`src/sv/csvfs_pkg.sv`:
```
`default_nettype none

package csvfs_pkg;

  // Input item: one character or the end-of-input mark.
  typedef struct packed {
    logic [7:0] in_byte;
    logic       end_of_input;
  } char_item_t;

  // Result item.
  typedef struct packed {
    logic [1:0] status;
    logic [1:0] append_count;
    logic [7:0] append_first;
    logic [7:0] append_second;
    logic [7:0] field_length;
    logic       field_truncated;
  } result_t;

  // Classified character as handed from the front to the back.
  typedef struct packed {
    logic [7:0] ch;
    logic       is_eof;
    logic       is_delim;
    logic       is_quote;
    logic       is_newline;
  } cls_item_t;

  // Configuration as seen by the front and the back.
  typedef struct packed {
    logic [7:0] delimiter_char;
    logic [7:0] quote_char;
    logic       lenient_mode;
  } cfg_t;

  typedef enum logic [2:0] {
    PH_SKIP  = 3'b001,
    PH_READY = 3'b010,
    PH_DQ    = 3'b100
  } phase_t;

  localparam logic [1:0] ST_INCOMPLETE = 2'd0;
  localparam logic [1:0] ST_FIELD      = 2'd1;
  localparam logic [1:0] ST_ROW        = 2'd2;
  localparam logic [1:0] ST_ERROR      = 2'd3;

  localparam logic [1:0] CFG_DELIMITER = 2'd0;
  localparam logic [1:0] CFG_QUOTE     = 2'd1;
  localparam logic [1:0] CFG_LENIENT   = 2'd2;

  localparam logic [7:0] CHAR_NUL = 8'h00;
  localparam logic [7:0] CHAR_LF  = 8'h0A;
  localparam logic [7:0] CHAR_CR  = 8'h0D;
  localparam logic [7:0] CHAR_COMMA = 8'h2C;
  localparam logic [7:0] CHAR_DQUOTE = 8'h22;

endpackage

`default_nettype wire

```
`src/sv/csvfs_fifo.sv`:
```
`default_nettype none

module csvfs_fifo #(
  parameter int WIDTH = 8,
  parameter int DEPTH = 2
) (
  input  wire logic             clk,
  input  wire logic             rst,
  input  wire logic             push,
  input  wire logic [WIDTH-1:0] wdata,
  output logic                  full,
  input  wire logic             pop,
  output logic [WIDTH-1:0]      rdata,
  output logic                  empty
);

  localparam int PW = (DEPTH > 1) ? $clog2(DEPTH) : 1;
  localparam int CW = $clog2(DEPTH + 1);

  logic [WIDTH-1:0] mem [DEPTH];
  logic [PW-1:0]    wptr;
  logic [PW-1:0]    rptr;
  logic [CW-1:0]    count;
  logic             do_push;
  logic             do_pop;

  assign full    = (count == CW'(DEPTH));
  assign empty   = (count == '0);
  assign do_push = push && !full;
  assign do_pop  = pop && !empty;
  assign rdata   = mem[rptr];

  always_ff @(posedge clk) begin
    if (rst) begin
      wptr  <= '0;
      rptr  <= '0;
      count <= '0;
    end else begin
      if (do_push) begin
        wptr <= (wptr == PW'(DEPTH - 1)) ? '0 : wptr + 1'b1;
      end
      if (do_pop) begin
        rptr <= (rptr == PW'(DEPTH - 1)) ? '0 : rptr + 1'b1;
      end
      if (do_push && !do_pop) begin
        count <= count + 1'b1;
      end else if (do_pop && !do_push) begin
        count <= count - 1'b1;
      end
    end
  end

  always_ff @(posedge clk) begin
    if (do_push) begin
      mem[wptr] <= wdata;
    end
  end

endmodule

`default_nettype wire

```
`src/sv/csvfs_front.sv`:
```
`default_nettype none

module csvfs_front
  import csvfs_pkg::*;
#(
  parameter int QUEUE_DEPTH = 2
) (
  input  wire logic       clk,
  input  wire logic       rst,
  input  wire cfg_t       cfg,
  input  wire logic       push,
  input  wire char_item_t char_item,
  output logic            full,
  input  wire logic       cls_pop,
  output cls_item_t       cls_item,
  output logic            cls_empty
);

  cls_item_t cls_in;

  // A NUL byte is end of input, but it can still match the delimiter or
  // the quote when those are set to zero. The end mark matches nothing.
  always_comb begin
    cls_in.ch         = char_item.end_of_input ? CHAR_NUL : char_item.in_byte;
    cls_in.is_eof     = char_item.end_of_input || (char_item.in_byte == CHAR_NUL);
    cls_in.is_delim   = !char_item.end_of_input && (char_item.in_byte == cfg.delimiter_char);
    cls_in.is_quote   = !char_item.end_of_input && (char_item.in_byte == cfg.quote_char);
    cls_in.is_newline = !char_item.end_of_input &&
                        (char_item.in_byte inside {CHAR_LF, CHAR_CR});
  end

  csvfs_fifo #(
    .WIDTH($bits(cls_item_t)),
    .DEPTH(QUEUE_DEPTH)
  ) u_cls_queue (
    .clk  (clk),
    .rst  (rst),
    .push (push),
    .wdata(cls_in),
    .full (full),
    .pop  (cls_pop),
    .rdata(cls_item),
    .empty(cls_empty)
  );

endmodule

`default_nettype wire

```
`src/sv/csvfs_back.sv`:
```
`default_nettype none

module csvfs_back
  import csvfs_pkg::*;
#(
  parameter int FIELD_BUF_BYTES = 256,
  parameter int QUEUE_DEPTH     = 2
) (
  input  wire logic      clk,
  input  wire logic      rst,
  input  wire cfg_t      cfg,
  input  wire cls_item_t cls_item,
  input  wire logic      cls_empty,
  output logic           cls_pop,
  output result_t        result,
  output logic           empty,
  input  wire logic      pop
);

  localparam int CNTW = $clog2(FIELD_BUF_BYTES);
  localparam logic [CNTW-1:0] CAP = CNTW'(FIELD_BUF_BYTES - 1);

  phase_t          parse_phase;
  logic            in_quotes;
  logic [CNTW-1:0] field_count;
  logic            overflow_seen;

  phase_t          parse_phase_next;
  logic            in_quotes_next;
  logic [CNTW-1:0] field_count_next;
  logic            overflow_seen_next;

  result_t res;
  logic    out_full;
  logic    step;

  assign step    = !cls_empty && !out_full;
  assign cls_pop = step;

  always_comb begin
    phase_t          ph;
    logic            q;
    logic [CNTW-1:0] n;
    logic            ov;
    logic            done;
    logic            err;
    logic            fin;
    logic            s1;
    logic            s2;
    logic [7:0]      b1;
    logic [7:0]      b2;
    logic [1:0]      st;
    logic [1:0]      ac;
    logic [7:0]      a0;
    logic [7:0]      a1;

    ph   = parse_phase;
    q    = in_quotes;
    n    = field_count;
    ov   = overflow_seen;
    done = 1'b0;
    err  = 1'b0;
    fin  = 1'b0;
    s1   = 1'b0;
    s2   = 1'b0;
    b1   = cls_item.ch;
    b2   = cls_item.ch;
    st   = ST_INCOMPLETE;
    ac   = 2'd0;
    a0   = 8'd0;
    a1   = 8'd0;

    if (ph == PH_SKIP) begin
      if (cls_item.is_eof || cls_item.is_newline) begin
        done = 1'b1;
      end else begin
        ph = PH_READY;
      end
    end

    // A quote was seen inside quotes: it closes the quotes, or when doubled stands
    // for one quote byte; another byte after it is kept with the quote if lenient, else an error.
    if (!done && ph == PH_DQ) begin
      if (cls_item.is_delim || cls_item.is_newline || cls_item.is_eof) begin
        q  = 1'b0;
        ph = PH_READY;
      end else if (cls_item.is_quote) begin
        s1   = 1'b1;
        ph   = PH_READY;
        done = 1'b1;
      end else if (cfg.lenient_mode) begin
        s1   = 1'b1;
        b1   = cfg.quote_char;
        s2   = 1'b1;
        ph   = PH_READY;
        done = 1'b1;
      end else begin
        err  = 1'b1;
        done = 1'b1;
      end
    end

    if (!done && cls_item.is_quote) begin
      if (q) begin
        ph   = PH_DQ;
        done = 1'b1;
      end else if (n == '0) begin
        q    = 1'b1;
        done = 1'b1;
      end else if (!cfg.lenient_mode) begin
        err  = 1'b1;
        done = 1'b1;
      end
    end

    if (!done) begin
      if (q && cls_item.is_eof) begin
        if (!cfg.lenient_mode) begin
          err = 1'b1;
        end else begin
          q   = 1'b0;
          st  = ST_ROW;
          fin = 1'b1;
        end
      end else if (!q && cls_item.is_delim) begin
        st  = ST_FIELD;
        fin = 1'b1;
      end else if (!q && (cls_item.is_newline || cls_item.is_eof)) begin
        st  = ST_ROW;
        fin = 1'b1;
      end else begin
        s1 = 1'b1;
      end
    end

    // Bytes beyond the field's capacity are dropped and remembered.
    if (s1) begin
      if (n == CAP) begin
        ov = 1'b1;
      end else begin
        n  = n + 1'b1;
        a0 = b1;
        ac = 2'd1;
      end
    end
    if (s2) begin
      if (n == CAP) begin
        ov = 1'b1;
      end else begin
        n = n + 1'b1;
        if (ac == 2'd0) begin
          a0 = b2;
        end else begin
          a1 = b2;
        end
        ac = ac + 2'd1;
      end
    end

    res.status          = st;
    res.append_count    = ac;
    res.append_first    = a0;
    res.append_second   = a1;
    res.field_length    = 8'd0;
    res.field_truncated = 1'b0;

    if (fin) begin
      res.field_length    = 8'(n);
      res.field_truncated = ov;
      n  = '0;
      ov = 1'b0;
      if (st == ST_ROW) begin
        ph = PH_SKIP;
      end
    end

    // A parse error reports only the status and leaves the state alone.
    if (err) begin
      res                = '0;
      res.status         = ST_ERROR;
      parse_phase_next   = parse_phase;
      in_quotes_next     = in_quotes;
      field_count_next   = field_count;
      overflow_seen_next = overflow_seen;
    end else begin
      parse_phase_next   = ph;
      in_quotes_next     = q;
      field_count_next   = n;
      overflow_seen_next = ov;
    end
  end

  always_ff @(posedge clk) begin
    if (rst) begin
      parse_phase   <= PH_SKIP;
      in_quotes     <= 1'b0;
      field_count   <= '0;
      overflow_seen <= 1'b0;
    end else if (step) begin
      parse_phase   <= parse_phase_next;
      in_quotes     <= in_quotes_next;
      field_count   <= field_count_next;
      overflow_seen <= overflow_seen_next;
    end
  end

  csvfs_fifo #(
    .WIDTH($bits(result_t)),
    .DEPTH(QUEUE_DEPTH)
  ) u_out_queue (
    .clk  (clk),
    .rst  (rst),
    .push (step),
    .wdata(res),
    .full (out_full),
    .pop  (pop),
    .rdata(result),
    .empty(empty)
  );

endmodule

`default_nettype wire

```
`src/sv/csv_field_splitter_top.sv`:
```
// CSV field splitter: one text character per item in, one result per item out.
// Input side is a queue: present char_item and raise push while full is low.
// Each item carries a byte and an end-of-input flag; a NUL byte also ends input.
// Result side is a queue: while empty is low, result holds the oldest result,
// and raising pop takes it. Each result gives a status (incomplete, field
// complete, end of row, parse error), the bytes appended to the current field
// and, when a field completes, its length and a truncation flag.
// Configuration registers (delimiter, quote, lenient mode) are written through
// cfg_valid/cfg_index/cfg_data; cfg_ready is always high. Write them only while
// no items are in flight.
// An accepted item is written into the queue between front and back; the parse
// step then writes its result into the output queue, which drives the result port.
// Throughput is one item per cycle while the output queue is not full, set by the parse step in the
// back end, which holds the phase, quote flag and field byte count.
// Reset restores the default comma and double quote, strict mode, and the
// skip-blank-lines phase, and empties both queues.
// When the receiver stops popping, the output queue fills, the parse step
// halts, the queue between front and back fills, and full rises.
`default_nettype none

module csv_field_splitter_top
  import csvfs_pkg::*;
#(
  parameter int FIELD_BUF_BYTES = 256,
  parameter int QUEUE_DEPTH     = 2
) (
  input  wire logic       clk,
  input  wire logic       rst,
  input  wire logic       push,
  output logic            full,
  input  wire char_item_t char_item,
  output logic            empty,
  input  wire logic       pop,
  output result_t         result,
  input  wire logic       cfg_valid,
  output logic            cfg_ready,
  input  wire logic [1:0] cfg_index,
  input  wire logic [7:0] cfg_data
);

  cfg_t      cfg;
  cls_item_t cls_item;
  logic      cls_empty;
  logic      cls_pop;

  assign cfg_ready = 1'b1;

  always_ff @(posedge clk) begin
    if (rst) begin
      cfg.delimiter_char <= CHAR_COMMA;
      cfg.quote_char     <= CHAR_DQUOTE;
      cfg.lenient_mode   <= 1'b0;
    end else if (cfg_valid && cfg_ready) begin
      case (cfg_index)
        CFG_DELIMITER: cfg.delimiter_char <= cfg_data;
        CFG_QUOTE:     cfg.quote_char     <= cfg_data;
        CFG_LENIENT:   cfg.lenient_mode   <= cfg_data[0];
        default: ;
      endcase
    end
  end

  csvfs_front #(
    .QUEUE_DEPTH(QUEUE_DEPTH)
  ) u_front (
    .clk      (clk),
    .rst      (rst),
    .cfg      (cfg),
    .push     (push),
    .char_item(char_item),
    .full     (full),
    .cls_pop  (cls_pop),
    .cls_item (cls_item),
    .cls_empty(cls_empty)
  );

  csvfs_back #(
    .FIELD_BUF_BYTES(FIELD_BUF_BYTES),
    .QUEUE_DEPTH    (QUEUE_DEPTH)
  ) u_back (
    .clk      (clk),
    .rst      (rst),
    .cfg      (cfg),
    .cls_item (cls_item),
    .cls_empty(cls_empty),
    .cls_pop  (cls_pop),
    .result   (result),
    .empty    (empty),
    .pop      (pop)
  );

endmodule

`default_nettype wire

```
`config.mk`:
```
export PLATFORM = sky130hd
export DESIGN_NAME = csv_field_splitter_top
export DESIGN_NICKNAME = d
export VERILOG_FILES = /design/src/sv/csvfs_pkg.sv /design/src/sv/csvfs_fifo.sv /design/src/sv/csvfs_front.sv /design/src/sv/csvfs_back.sv /design/src/sv/csv_field_splitter_top.sv
export SDC_FILE = /design/constraint.sdc
export NUM_CORES = 1
export LEC_CHECK = 0
export BUFFER_PORTS_ARGS = -buffer_cell sky130_fd_sc_hd__buf_2
export CAP_MARGIN = 15
export CORE_MARGIN = 2
export CORE_UTILIZATION = 34
export CTS_BUF_LIST = sky130_fd_sc_hd__clkbuf_16
export DETAILED_ROUTE_END_ITERATION = 6
export GPL_ROUTABILITY_DRIVEN = 0
export PLACE_DENSITY = 0.56
export SLEW_MARGIN = 20
export SYNTH_ARGS = -nofsm -noshare
export SYNTH_HDL_FRONTEND = slang
export SYNTH_HIERARCHICAL = 1
export SYNTH_SLANG_ARGS = --single-unit
```
`constraint.sdc`:
```
create_clock -name clk -period 8.17 [get_ports clk]
set_clock_uncertainty 0.2 [all_clocks]
set_input_delay 1.2255 -clock clk [delete_from_list [all_inputs] [get_ports clk]]
set_output_delay 1.2255 -clock clk [all_outputs]
set_load 0.02 [all_outputs]
```
# Yosys cells after proc, flatten, opt, wreduce, memory -nomap -nowiden
# Memory sizes are Yosys's and may differ from the RTL's. A register that Yosys moved wholly into a read port is not among the register bits.
# Index checks and enable logic that the tools add are counted.
# word_totals
register_bits	38
ram_bits	82
in_bits	24
wordCells	188
n_memories	2
# classes
addsub	11
eq_ne	13
n_mux	102
n_bitwise	1
reduce_logical	46
# mem_list
name	depth	width	rd	rd_clocked_by_memory_dff	write_ports	line_no	text
u_back.u_out_queue.mem	2	29	1	1	1	csvfs_fifo.sv:20	logic [WIDTH-1:0] mem [DEPTH];
u_front.u_cls_queue.mem	2	12	1	1	1	csvfs_fifo.sv:20	
# ops
op	count
8-bit 2-to-1 mux	18
1-bit 2-to-1 mux	60
3-bit 2-to-1 mux	10
29-bit 2-to-1 mux	1
2-bit 2-to-1 mux	12
1-bit logical AND	17
8-bit by 1-bit adder with 8-bit output, second input constant	2
8-bit by 4-bit equality test with 1-bit output, second input constant	2
8-bit equality test	2
8-bit equality test, second input constant	2
8-bit logical NOT	2
1-bit logical NOT	12
9-bit 2-to-1 mux	1
2-bit equality test, second input constant	4
2-bit logical NOT	4
2-bit AND reduction	4
2-bit by 1-bit adder with 2-bit output, second input constant	3
2-bit nonzero test	3
1-bit adder, second input constant	4
1-bit logical OR	4
2-bit by 1-bit subtractor with 2-bit output, second input constant	2
3-bit by 1-bit equality test with 1-bit output, second input constant	1
3-bit equality test, second input constant	1
2-bit by 1-bit equality test with 1-bit output, second input constant	1
1-bit NOT	1

# Logic depth before layout (Yosys ltp)
# Gate-level depths: netlist of the first run.
# depth
depth_word	21
depth_mapped	18

# Modules after synthesis
# The synthesis of the first run kept the hierarchy.
# modules_own_cells
module	n_inst	cells_per_inst	area_each_um2
csvfs_fifo at u_back.u_out_queue	1	115	2306.0
csvfs_back	1	267	1819.2
csvfs_fifo at u_front.u_cls_queue	1	62	1078.5
csv_field_splitter_top	1	74	743.2
csvfs_front	1	38	289.0

# Worst setup path after synthesis of the first run
# Ideal clock, no wire load.
# synth_timing
path_type	flip-flop to flip-flop
start	register (tool-made name)
end	memory u_back/u_out_queue/mem[0][25] (netlist bit) (data pin)
setup_time_ns	0.276
arrival_ns	3.417
required_ns	7.694
slack_ns	4.277
path_stages_with_launch	18
path_buffers	2
synth_period_minus_slack_ns	3.893
path_cell_list	dfxtp_1 > buf_2 > mux2_2 > or3_1 > nor2_2 > o21ai_1 > a21oi_2 > nand2_1 > inv_2 > nand2_1 > o21ai_1 > ha_1 > o2111a_1 > inv_2 > buf_2 > ha_1 > nand2_1 > o21ai_0
# synth_lines
element	line_no
end: declaration	csvfs_fifo.sv:20

==> impl_metrics.py, run 1 <==
metrics = {
    "power": {
        "vdd_drop_max_mv": 0.2258,
        "power_leakage_nw": 2.688,
        "power_per_cell_area_nw_per_um2": 332.2,
    },
    "clock_tree": {
        "root_buffer_cell": "sky130_fd_sc_hd__clkbuf_16",
        "h-tree-depth": 4,
        "post_cts_resized": 0,
        "cts_inserted_buffers": 17,
        "cts_setup_buffers": 0,
        "cts-hold-fix-buffers": 0,
        "clock_sink_count": 122,
        "cts-root-to-sink-buffers": 2,
        "cts_tree": "built",
        "clock_latency_ns": 0.41,
        "clock_slew_seen_by_the_registers_of_the_worst_setup_and_hold_paths_ns": 0.05,
    },
    "hold_path": {
        "worst_hold_path.num_cells": 2,
        "worstHoldPathType": "reg -> reg",
    },
    "final_layout": {
        "final.fill_count": 1720,
        "multi_input_area_um2": 2774,
        "antennaDiodeCount": 0,
        "synthToLayoutAreaGrowth_pct": 17.20,
        "fin_nets": 633,
        "regArea_um2": 3263,
        "drive_gt1_share_pct": 25.16,
    },
    "synthesis": {
        "synth-edff-count": 82,
        "yosys.cell_count.top_type": "sky130_fd_sc_hd__edfxtp_1",
        "yosysUniqueCellTypes": 76,
        "postSynthCellCount": 556,
        "synth_top_cells_by_area": "sky130_fd_sc_hd__edfxtp_1 39%, sky130_fd_sc_hd__dfxtp_1 13%, sky130_fd_sc_hd__mux2_2 7.4%",
        "syn-mean-instance-area_um2": 11.22,
        "synth.yosys.warnings": 6,
        "postSynth.topFlopCell": "sky130_fd_sc_hd__edfxtp_1",
        "yosys-top-cells-count": "82 x sky130_fd_sc_hd__edfxtp_1, 44 x sky130_fd_sc_hd__nor2_1, 41 x sky130_fd_sc_hd__mux2_2, 40 x sky130_fd_sc_hd__dfxtp_1, 28 x sky130_fd_sc_hd__nand2_1",
        "synth.cell_area_um2": 6236,
        "synth-async-reset-ratio_pct": 0,
        "ys_seq_area_share_pct": 52.33,
        "yosys_register_bits": 122,
        "synth_largest_area_cell": "sky130_fd_sc_hd__edfxtp_1",
        "synth_top_area_share_pct": 39.49,
        "syn-num-nets": 586,
    },
    "global_routing": {
        "grt_first_pass_wirelength_mm": 22.80,
        "grt_max_degree": 48,
        "number_of_global_route_vias_before_repair": 4458,
        "gr-total-overflow": 0,
        "grt_use_total_pct": 14.67,
        "antenna_violations_before_repair": 0,
    },
    "sta": {
        "fmax_mhz": 221.7,
        "setup_violations": 0,
        "hold_viol_final": 0,
        "timing.final.max_slew_violations": 0,
        "fin_setup_tns_ns": 0,
        "grt_setup_unrepaired": "no",
        "min_period_over_period_pct": 55.20,
        "hold-worst-slack_ns": 0.2646,
        "post-route-worst-setup-slack_ns": 3.660,
        "worst-slew-pin-transition_ns": 0.8936,
        "max_slew_margin_pct": 40.21,
        "finalWorstPathRequiredPeriod_ns": 4.510,
    },
    "die": {
        "floorplan_die_area_um2": 19440,
        "core_area_um2": 17960,
        "initial_core_util_pct": 34.71,
        "die_width_um": 139.4,
        "num_rows": 49,
        "design.portCount": 56,
        "vert_die_dim_um": 139.4,
    },
    "critical_path": {
        "critPathMaxFanout": 12,
        "worstSetupStartpointType": "register",
        "critPathCaptureType": "register",
        "worst-endpoint-required_ns": 8.10,
        "ff_to_ff_path_depth": 15,
        "worst-setup-path-type": "reg -> reg",
        "critPathArrivalTime_ns": 4.44,
    },
    "status": {
        "status": "complete, no violations",
    },
    "detailed_routing": {
        "detail_route.wl_per_cell_um": 16.37,
        "drc": 0,
        "drt_first_pass_iters": 5,
        "num_vias": 4400,
        "route.detailed.vias_per_inst": 5.207,
        "finalWirelength_mm": 13.83,
        "drt-initial-drc-count": 342,
        "drt.antenna.violating_nets": 0,
    },
    "run": {
        "timing.max_cap.violations": 0,
    },
    "placement": {
        "detailedPlacementHpwl_mm": 9.838,
        "portBuffers": 54,
        "pre_cts_slack_ns": 3.728,
    },
}
-- final timing paths --
kind	slack [ns]	startpoint	to
max reg2reg	3.66	register	u_back/u_out_queue/mem[0][7]
max	3.66	register	u_back/u_out_queue/mem[0][7]
min reg2reg	0.26	u_back/overflow_seen	u_back/overflow_seen
min	0.26	u_back/overflow_seen	u_back/overflow_seen
-- final cells by class --
class | instances | share of cell area, %
sequential | 122 | 44.65
multi-input combinational | 388 | 37.96
clock buffer | 17 | 5.821
tap | 229 | 3.921
timing repair buffer | 56 | 3.903
clock inverter | 15 | 2.825
inverter | 18 | 0.9245
-- per-layer routing --
layer,GRT usage (%),share of wire [%]
met4,6.167,1.9
met2,22.50,46
met5,0,0
met3,3.407,4.8
met1,19.98,47
-- stage by stage --
stage | cells | area [um2] | util (%) | total power, mW
floorplan | 556 | 6236 | - | 1.425
global placement | 813 | 6676 | 37.17 | 1.635
detailed placement | 813 | 6676 | 37.17 | 1.645
CTS | 845 | 7308 | 40.68 | 2.455
global route | 845 | 7308 | 40.68 | 2.554
finish | 845 | 7308 | 40.68 | 2.428
-- logic make-up after synthesis --
group,share of synthesized area (%)
AO/OA/AOI/OAI,11.78
XOR/XNOR,4.073
adder cells (fa/ha/maj),1.204
buffers and inverters,3.210
flip-flops,52.33
multiplexers,10.67
other,0.06013
AND/OR/NAND/NOR,16.67
-- state kept, by name (all words and copies together) (netlist names), 2 cells and up, named ones only --
signal	flops
cfg	17
u_back/parse_phase	3
u_front/u_cls_queue/mem	24
u_back/field_count	8
u_back/u_out_queue/count	2
u_back/u_out_queue/mem	58
u_front/u_cls_queue/count	2
-- critical path: stages, from the launching register on --
cell                       delay, ns
sky130_fd_sc_hd__dfxtp_1        0.65
sky130_fd_sc_hd__mux2_2         0.48
sky130_fd_sc_hd__nor2_1         0.28
sky130_fd_sc_hd__o32ai_1        0.18
sky130_fd_sc_hd__o41a_1         0.44
sky130_fd_sc_hd__a21oi_2        0.28
sky130_fd_sc_hd__nand2_1        0.24
sky130_fd_sc_hd__inv_2          0.18
sky130_fd_sc_hd__nand2_1        0.07
sky130_fd_sc_hd__o21ai_1        0.11
sky130_fd_sc_hd__ha_1           0.20
sky130_fd_sc_hd__nand2_1        0.12
sky130_fd_sc_hd__o21bai_2       0.29
sky130_fd_sc_hd__nor4b_2        0.30
sky130_fd_sc_hd__nor2_1         0.08
sky130_fd_sc_hd__nor2b_1        0.14
-- power breakdown --
group / total, mW / switching (mW) / internal, mW / leakage (nW)
Sequential: 0.879 / 0.0580 / 0.821 / 1.10
Combinational: 0.752 / 0.469 / 0.283 / 1.27
Clock: 0.797 / 0.261 / 0.536 / 0.314
-- cells in the final DEF (no fill, tap or decap), drive strengths merged, types with 3 or more instances in the layout --
| cell | instances |
|---|---|
| clkinv | 9 |
| nand3 | 15 |
| nor4 | 3 |
| nor2b | 13 |
| o21ai | 28 |
| mux2 | 41 |
| nor3b | 4 |
| a21oi | 23 |
| nand2b | 21 |
| a211oi | 3 |
| o21bai | 4 |
| bufinv | 5 |
| a31oi | 7 |
| clkbuf | 17 |
| xnor2 | 19 |
| buf | 56 |
| ha | 6 |
| inv | 19 |
| xor2 | 10 |
| nand2 | 29 |
| or3 | 8 |
| nor2 | 46 |
| and3 | 16 |
| nor3 | 9 |
| nand4 | 4 |
| dfxtp | 40 |
| edfxtp | 82 |
| and2 | 6 |
| a22o | 9 |
| mux2i | 20 |
Power figures use the tool's default switching activity.
==> inputs of run 2 (changes only) <==
Settings changed: ABC_AREA from default to 1.
Clock period 8.17 ns to 4.2 ns, I/O delays scaled along.
==> run 2 against run 1 <==
Core utilization is 0.069 points lower. Worst hold slack worse by 0.0035 ns. Fmax is 31% higher. Critical path depth stayed put. Combinational power grew to 2.8 times the previous value. Sequential share of layout area is 1.7 points lower. Area after synthesis is 3.9% higher. Via count is 10% higher. Flip-flop and latch count stayed put. Global-route usage is 0.088 points higher. Non-clock buffer count is 5 higher. First-iteration DRC count is 23% lower.
==> impl_metrics.py, run 2 <==
metrics = {
    "synthesis": {
        "yosysUniqueCellTypes": 43,
        "postSynthCellCount": 720,
        "ys_seq_area_share_pct": 50.38,
        "synth.yosys.warnings": 6,
        "syn-mean-instance-area_um2": 8.996,
        "synth-edff-count": 82,
        "syn-num-nets": 750,
        "synth-async-reset-ratio_pct": 0,
        "synth.cell_area_um2": 6477,
        "yosys-top-cells-count": "142 x sky130_fd_sc_hd__nand2_1, 94 x sky130_fd_sc_hd__nor2_1, 85 x sky130_fd_sc_hd__inv_1, 82 x sky130_fd_sc_hd__edfxtp_1, 56 x sky130_fd_sc_hd__nand3_1",
        "synth_largest_area_cell": "sky130_fd_sc_hd__edfxtp_1",
        "postSynth.topFlopCell": "sky130_fd_sc_hd__edfxtp_1",
        "synth_top_area_share_pct": 38.01,
        "synth_top_cells_by_area": "sky130_fd_sc_hd__edfxtp_1 38%, sky130_fd_sc_hd__dfxtp_1 12%, sky130_fd_sc_hd__nand2_1 8.2%",
        "yosys_register_bits": 122,
        "yosys.cell_count.top_type": "sky130_fd_sc_hd__nand2_1",
    },
    "sta": {
        "fin_setup_tns_ns": 0,
        "hold_viol_final": 0,
        "fmax_mhz": 290.6,
        "timing.final.max_slew_violations": 0,
        "worst-slew-pin-transition_ns": 1.074,
        "grt_setup_unrepaired": "no",
        "min_period_over_period_pct": 81.94,
        "max_slew_margin_pct": 28.10,
        "finalWorstPathRequiredPeriod_ns": 3.442,
        "setup_violations": 0,
    },
    "die": {
        "core_area_um2": 18710,
        "num_rows": 50,
        "die_width_um": 142.0,
        "vert_die_dim_um": 142.0,
        "design.portCount": 56,
        "floorplan_die_area_um2": 20170,
        "initial_core_util_pct": 34.63,
    },
    "placement": {
        "placement_cell_area_um2": 6988,
        "detailedPlacementHpwl_mm": 10.51,
        "portBuffers": 54,
    },
    "critical_path": {
        "critPathCaptureType": "register",
        "ff_to_ff_path_depth": 15,
        "worst-setup-path-type": "reg -> reg",
        "buffers_inverters_on_critical_path": 1,
        "worst-endpoint-required_ns": 4.14,
        "worstSetupStartpointType": "register",
        "timing.critical_path.cells": "mux2_2, nor2_2, nand2_4, inv_2, nand3_1, nand2_2, nand3_1, nand2_1, ha_1, nand3_2, nor2_4, nand3_4, ha_1, nor2_1, a21oi_1",
        "reg2reg_slack_ns": 0.76,
        "critPathMaxFanout": 9,
        "crit_path_top_delay_cell": "sky130_fd_sc_hd__mux2_2",
        "slowest_delay_ns": 0.41,
        "r2r_end": "u_back/u_out_queue/mem[0][25]",
        "critical-path-top-delay-family": "simple AND/OR/NAND/NOR gates",
        "critPathArrivalTime_ns": 3.38,
    },
    "global_routing": {
        "number_of_global_route_vias_before_repair": 4648,
        "grt_max_degree": 30,
        "gr-total-overflow": 0,
        "antenna_violations_before_repair": 0,
        "grt_use_total_pct": 14.76,
        "grt_first_pass_wirelength_mm": 23.02,
    },
    "clock_tree": {
        "cts_setup_buffers": 0,
        "cts_tree": "built",
        "cts-root-to-sink-buffers": 2,
        "cts_inserted_buffers": 17,
        "clock_latency_ns": 0.42,
        "post_cts_resized": 0,
        "clock_slew_seen_by_the_registers_of_the_worst_setup_and_hold_paths_ns": 0.05,
        "clock_sink_count": 122,
        "root_buffer_cell": "sky130_fd_sc_hd__clkbuf_16",
        "h-tree-depth": 4,
        "cts-hold-fix-buffers": 0,
    },
    "detailed_routing": {
        "drt.antenna.violating_nets": 0,
        "finalWirelength_mm": 14.29,
        "drt_first_pass_iters": 5,
        "drt-initial-drc-count": 265,
        "num_vias": 4838,
        "drc": 0,
        "route.detailed.vias_per_inst": 4.697,
        "detail_route.wl_per_cell_um": 13.87,
    },
    "hold_path": {
        "worst_hold_path.num_cells": 2,
        "holdPathEnd": "u_back/overflow_seen",
        "holdCritStartpoint": "u_back/overflow_seen",
        "worstHoldPathType": "reg -> reg",
    },
    "power": {
        "post-layout-total-power_mw": 5.333,
        "power_leakage_nw": 3.200,
        "power_per_cell_area_nw_per_um2": 702.0,
        "vdd_drop_max_mv": 0.2953,
    },
    "final_layout": {
        "final_cell_area_um2": 7597,
        "final.fill_count": 1822,
        "synthToLayoutAreaGrowth_pct": 17.29,
        "antennaDiodeCount": 0,
        "largest_register_ffs": 58,
        "mostFrequentLayoutCell": "sky130_fd_sc_hd__nand2_1",
        "drive_gt1_share_pct": 23.99,
        "fin_nets": 813,
        "largest_register": "u_back/u_out_queue/mem",
        "reg.largest.list": "u_back/u_out_queue/mem (58), u_front/u_cls_queue/mem (24), cfg (17)",
        "mostFrequentLayoutCells": "142 x sky130_fd_sc_hd__nand2_1, 92 x sky130_fd_sc_hd__nor2_1, 88 x sky130_fd_sc_hd__inv_1, 82 x sky130_fd_sc_hd__edfxtp_1, 56 x sky130_fd_sc_hd__nand3_1",
    },
    "run": {
        "timing.max_cap.violations": 0,
    },
    "status": {
        "status": "complete, no violations",
    },
}
-- run 2: changes by cell type in the layout (fill, tap and decap cells not counted), moves of 19 or more --
cell,delta
sky130_fd_sc_hd__mux2i_1,-19
sky130_fd_sc_hd__nand2_1,+114
sky130_fd_sc_hd__nand2b_1,-21
sky130_fd_sc_hd__nand3_1,+42
sky130_fd_sc_hd__inv_1,+71
sky130_fd_sc_hd__nor2_1,+48
-- run 2: cells by family (layout without fill, tap and decap cells) --
| logic type | count (synthesis) | count (layout) | share of synthesized area [%] |
|---|---|---|---|
| other | 1 | 1 | 0.05789 |
| xor gates and xnor gates | 8 | 8 | 1.082 |
| AOI/OAI and AO/OA | 67 | 67 | 5.795 |
| DFF | 122 | 122 | 50.38 |
| buffers and inverters | 116 | 192 | 7.514 |
| adders and majority gates | 6 | 6 | 1.159 |
| muxes | 41 | 41 | 7.707 |
| and+or+nand+nor | 359 | 359 | 26.31 |
-- run 2: worst register-to-register path: stages (launching register included) --
cell	delay, ns
sky130_fd_sc_hd__dfxtp_1	0.40
sky130_fd_sc_hd__mux2_2	0.41
sky130_fd_sc_hd__nor2_2	0.17
sky130_fd_sc_hd__nand2_4	0.10
sky130_fd_sc_hd__inv_2	0.08
sky130_fd_sc_hd__nand3_1	0.20
sky130_fd_sc_hd__nand2_2	0.23
sky130_fd_sc_hd__nand3_1	0.12
sky130_fd_sc_hd__nand2_1	0.14
sky130_fd_sc_hd__ha_1	0.21
sky130_fd_sc_hd__nand3_2	0.11
sky130_fd_sc_hd__nor2_4	0.15
sky130_fd_sc_hd__nand3_4	0.15
sky130_fd_sc_hd__ha_1	0.32
sky130_fd_sc_hd__nor2_1	0.10
sky130_fd_sc_hd__a21oi_1	0.08
-- run 2: how the worst max path moves through the flow --
| stage | cells after the start | slack [ns] | to |
|---|---|---|---|
| 3_3_place_gp | 15 | 0.91 | u_back/u_out_queue/mem[0][25] |
| 4_1_cts | 15 | 0.79 | u_back/u_out_queue/mem[0][25] |
| 3_5_place_dp | 17 | 0.81 | u_back/u_out_queue/mem[0][25] |
| 2_1_floorplan | 16 | 0.98 | u_back/u_out_queue/mem[0][25] |
| 5_1_grt | 17 | 0.52 | u_back/u_out_queue/mem[1][25] |
| 6_report | 15 | 0.76 | u_back/u_out_queue/mem[0][25] |
-- run 2: layout make-up --
type                       count  area (um2)  share of cell area, %
inverter                      99       371.6                  4.891
tap                          234       292.8                  3.854
multi-input combinational    482        2738                  36.03
clock inverter                15       183.9                  2.421
sequential                   122        3263                  42.95
timing repair buffer          61       322.8                  4.249
clock buffer                  17       425.4                  5.599
-- run 2: metal layers --
metal	global-route usage (%)	up-vias	share of wire, %
met5	0	-	0
met4	4.053	0	0.97
met3	4.475	13	4.7
met2	23.06	98	44
met1	19.89	2223	50
li1	-	2504	-
-- run 2: through the flow --
| stage | instances | hold slack, ns | utilization, % | worst slack, ns |
|---|---|---|---|---|
| after detailed placement | 998 | 0.2571 | 37.36 | 0.8092 |
| after global routing | 1030 | 0.2746 | 40.62 | 0.5214 |
| after global placement | 998 | 0.2484 | 37.36 | 0.9077 |
| after CTS | 1030 | 0.2629 | 40.62 | 0.7865 |
| final | 1030 | 0.2611 | 40.62 | 0.7584 |
| after floorplan | 720 | 0.2289 | - | 0.9791 |
-- run 2: where the power goes --
| group | switching [mW] | total [mW] | internal [mW] |
|---|---|---|---|
| Sequential | 0.121 | 1.77 | 1.65 |
| Combinational | 1.37 | 2.07 | 0.696 |
| Clock | 0.515 | 1.50 | 0.981 |
==> inputs of run 3 (changes only) <==
Clock period 4.2 ns to 3.2 ns, I/O delays scaled along.
==> run 3 against run 2 <==
Global-route usage about the same. Combinational power up 40%. Worst setup slack worse by 0.62 ns. Largest cell class unchanged. Largest power group unchanged.
==> impl_metrics.py, run 3 (same netlist as run 2, synthesis figures left out) <==
metrics = {
    "status": {
        "status": "complete, no violations",
    },
    "critical_path": {
        "critPathMaxFanout": 7,
        "crit_path_top_delay_cell": "sky130_fd_sc_hd__dfxtp_4",
        "buffers_inverters_on_critical_path": 6,
        "most_repeated_library_cell_on_the_critical_path": "sky130_fd_sc_hd__nand2_2",
        "critPathCaptureType": "register",
        "critPathArrivalTime_ns": 3.06,
        "timing.critical_path.cells": "mux2_4, nor2_4, nand2_4, inv_2, nand2_2, nand2_2, inv_1, nand2_1, nand2_2, buf_4, nand2_2, nor2_1, buf_4, inv_1, buf_4, nand2_1, o31ai_1",
        "worst-endpoint-required_ns": 3.20,
        "worst-setup-path-type": "reg -> reg",
        "critical-path-top-delay-family": "simple AND/OR/NAND/NOR gates",
        "slowest_delay_ns": 0.37,
        "worstSetupStartpointType": "register",
    },
    "sta": {
        "fin_setup_tns_ns": 0,
        "finalWorstPathRequiredPeriod_ns": 3.059,
        "fmax_mhz": 326.9,
        "hold_viol_final": 0,
        "setup_violations": 0,
        "timing.final.max_slew_violations": 0,
        "worst-slew-pin-transition_ns": 0.5421,
        "hold-worst-slack_ns": 0.1109,
        "max_slew_margin_pct": 63.82,
        "min_period_over_period_pct": 95.60,
        "grt_setup_unrepaired": "yes",
    },
    "final_layout": {
        "final-instance-count-excl-fill": 1050,
        "largest_register": "u_back/u_out_queue/mem",
        "reg.largest.list": "u_back/u_out_queue/mem (58), u_front/u_cls_queue/mem (24), cfg (17)",
        "mostFrequentLayoutCells": "140 x sky130_fd_sc_hd__nand2_1, 90 x sky130_fd_sc_hd__nor2_1, 86 x sky130_fd_sc_hd__inv_1, 82 x sky130_fd_sc_hd__edfxtp_1, 54 x sky130_fd_sc_hd__buf_2",
        "drive_gt1_share_pct": 28.80,
        "mostFrequentLayoutCell": "sky130_fd_sc_hd__nand2_1",
        "largest_register_ffs": 58,
        "synthToLayoutAreaGrowth_pct": 20.53,
        "antennaDiodeCount": 0,
        "fin_nets": 833,
    },
    "detailed_routing": {
        "detail_route.wl_per_cell_um": 13.59,
        "met1_wl_mm": 7.278,
        "dr_wl_met2_mm": 6.147,
        "maxUsedRoutingLayer": "met4",
        "met3WireLength_um": 674,
        "drt_first_pass_iters": 5,
        "drt.antenna.violating_nets": 0,
        "finalWirelength_mm": 14.27,
        "route.detailed.vias_per_inst": 4.680,
        "drc": 0,
        "drt-initial-drc-count": 327,
        "num_vias": 4914,
    },
    "clock_tree": {
        "clock_latency_ns": 0.41,
        "cts_tree": "built",
        "cts-root-to-sink-buffers": 2,
        "clock_slew_seen_by_the_registers_of_the_worst_setup_and_hold_paths_ns": 0.06,
        "h-tree-depth": 4,
        "cts_inserted_buffers": 17,
        "clock_sink_count": 122,
        "root_buffer_cell": "sky130_fd_sc_hd__clkbuf_16",
    },
    "power": {
        "internal_power_mw": 4.353,
        "vdd_drop_max_mv": 0.4479,
        "power_leakage_nw": 3.329,
        "combPwrFrac_pct": 41.1,
        "seq_power_share_pct": 33.0,
        "switching_share_pct": 38.25,
        "clockPowerShare_pct": 25.9,
        "power_per_cell_area_nw_per_um2": 902.8,
        "total_switching_power_mw": 2.696,
        "post-layout-total-power_mw": 7.049,
    },
    "run": {
        "timing.max_cap.violations": 0,
    },
    "die": {
        "floorplan_die_area_um2": 20170,
        "num_rows": 50,
        "design.portCount": 56,
        "die_width_um": 142.0,
        "initial_core_util_pct": 34.63,
        "core_area_um2": 18710,
        "vert_die_dim_um": 142.0,
    },
    "placement": {
        "portBuffers": 54,
        "total_instance_count_after_detailed_placement": 1017,
        "detailedPlacementHpwl_mm": 10.40,
    },
    "global_routing": {
        "grt_max_degree": 30,
        "grt_first_pass_wirelength_mm": 23.25,
        "antenna_violations_before_repair": 0,
        "number_of_global_route_vias_before_repair": 4652,
        "grt_use_total_pct": 14.80,
        "gr-total-overflow": 0,
    },
    "hold_path": {
        "worstHoldPathType": "in -> reg",
        "holdCritStartpoint": "cfg_data[4]",
    },
}
run 3: changes by cell type in the layout (fill, tap and decap cells not counted), moves of 4 or more:
cell                      delta
sky130_fd_sc_hd__o21ai_0     -4
sky130_fd_sc_hd__o21ai_1     +4
sky130_fd_sc_hd__nand3_2     +5
sky130_fd_sc_hd__buf_4      +20
sky130_fd_sc_hd__nand3_1     -5
run 3: what timing repair did:
action                     CTS  global route
hold endpoints to repair     0             0
hold buffers                 0             0
buffers inserted             0             1
pin swaps                    0             6
resized for setup            1            27
setup endpoints to repair   14            57
run 3: stage by stage:
step	area, um2	setup slack, ns	util [%]
final	7807	0.1408	41.74
after global routing	7807	-0.03370	41.74
after CTS	7717	0.01328	41.26
after detailed placement	7143	-0.03327	38.19
after global placement	7143	0.05534	38.19
after floorplan	6490	0.008886	-
run 3: tightest hold or removal path: stages:
cell,delay (ns)
sky130_fd_sc_hd__buf_2,0.09
sky130_fd_sc_hd__nor2_1,0.04
sky130_fd_sc_hd__nor2_1,0.08
run 3: power groups by stage:
stage                     Clock (mW)  Combinational [mW]  Sequential, mW
final                           1.83                2.90            2.32
after global routing            1.94                3.21            2.37
after CTS                       1.87                2.86            2.32
after detailed placement           0                2.85            2.35
after global placement             0                2.85            2.34
after floorplan                    0                2.06            2.31
run 3: final cells by class:
| type | instances | area [um2] |
|---|---|---|
| clock buffer | 19 | 475.5 |
| clock inverter | 13 | 97.59 |
| fill | 1834 | 10900 |
| inverter | 99 | 371.6 |
| multi-input combinational | 482 | 2828 |
| sequential | 122 | 3269 |
| tap | 234 | 292.8 |
| timing repair buffer | 81 | 473.0 |
run 3: worst paths after layout:
path	endpoint	slack (ns)	depth (start not counted)
worst max register to register	u_back/u_out_queue/mem[1][22]	0.14	17
worst max-delay path	u_back/u_out_queue/mem[1][22]	0.14	17
worst min-delay path	cfg[5]	0.11	3
worst min register to register	cfg[11]	0.26	2
run 3: routing by layer:
metal / GRT usage (%) / vias up
met5: 0 / -
met4: 5.316 / 0
met3: 3.264 / 11
met2: 22.27 / 120
met1: 20.93 / 2240
li1: - / 2543
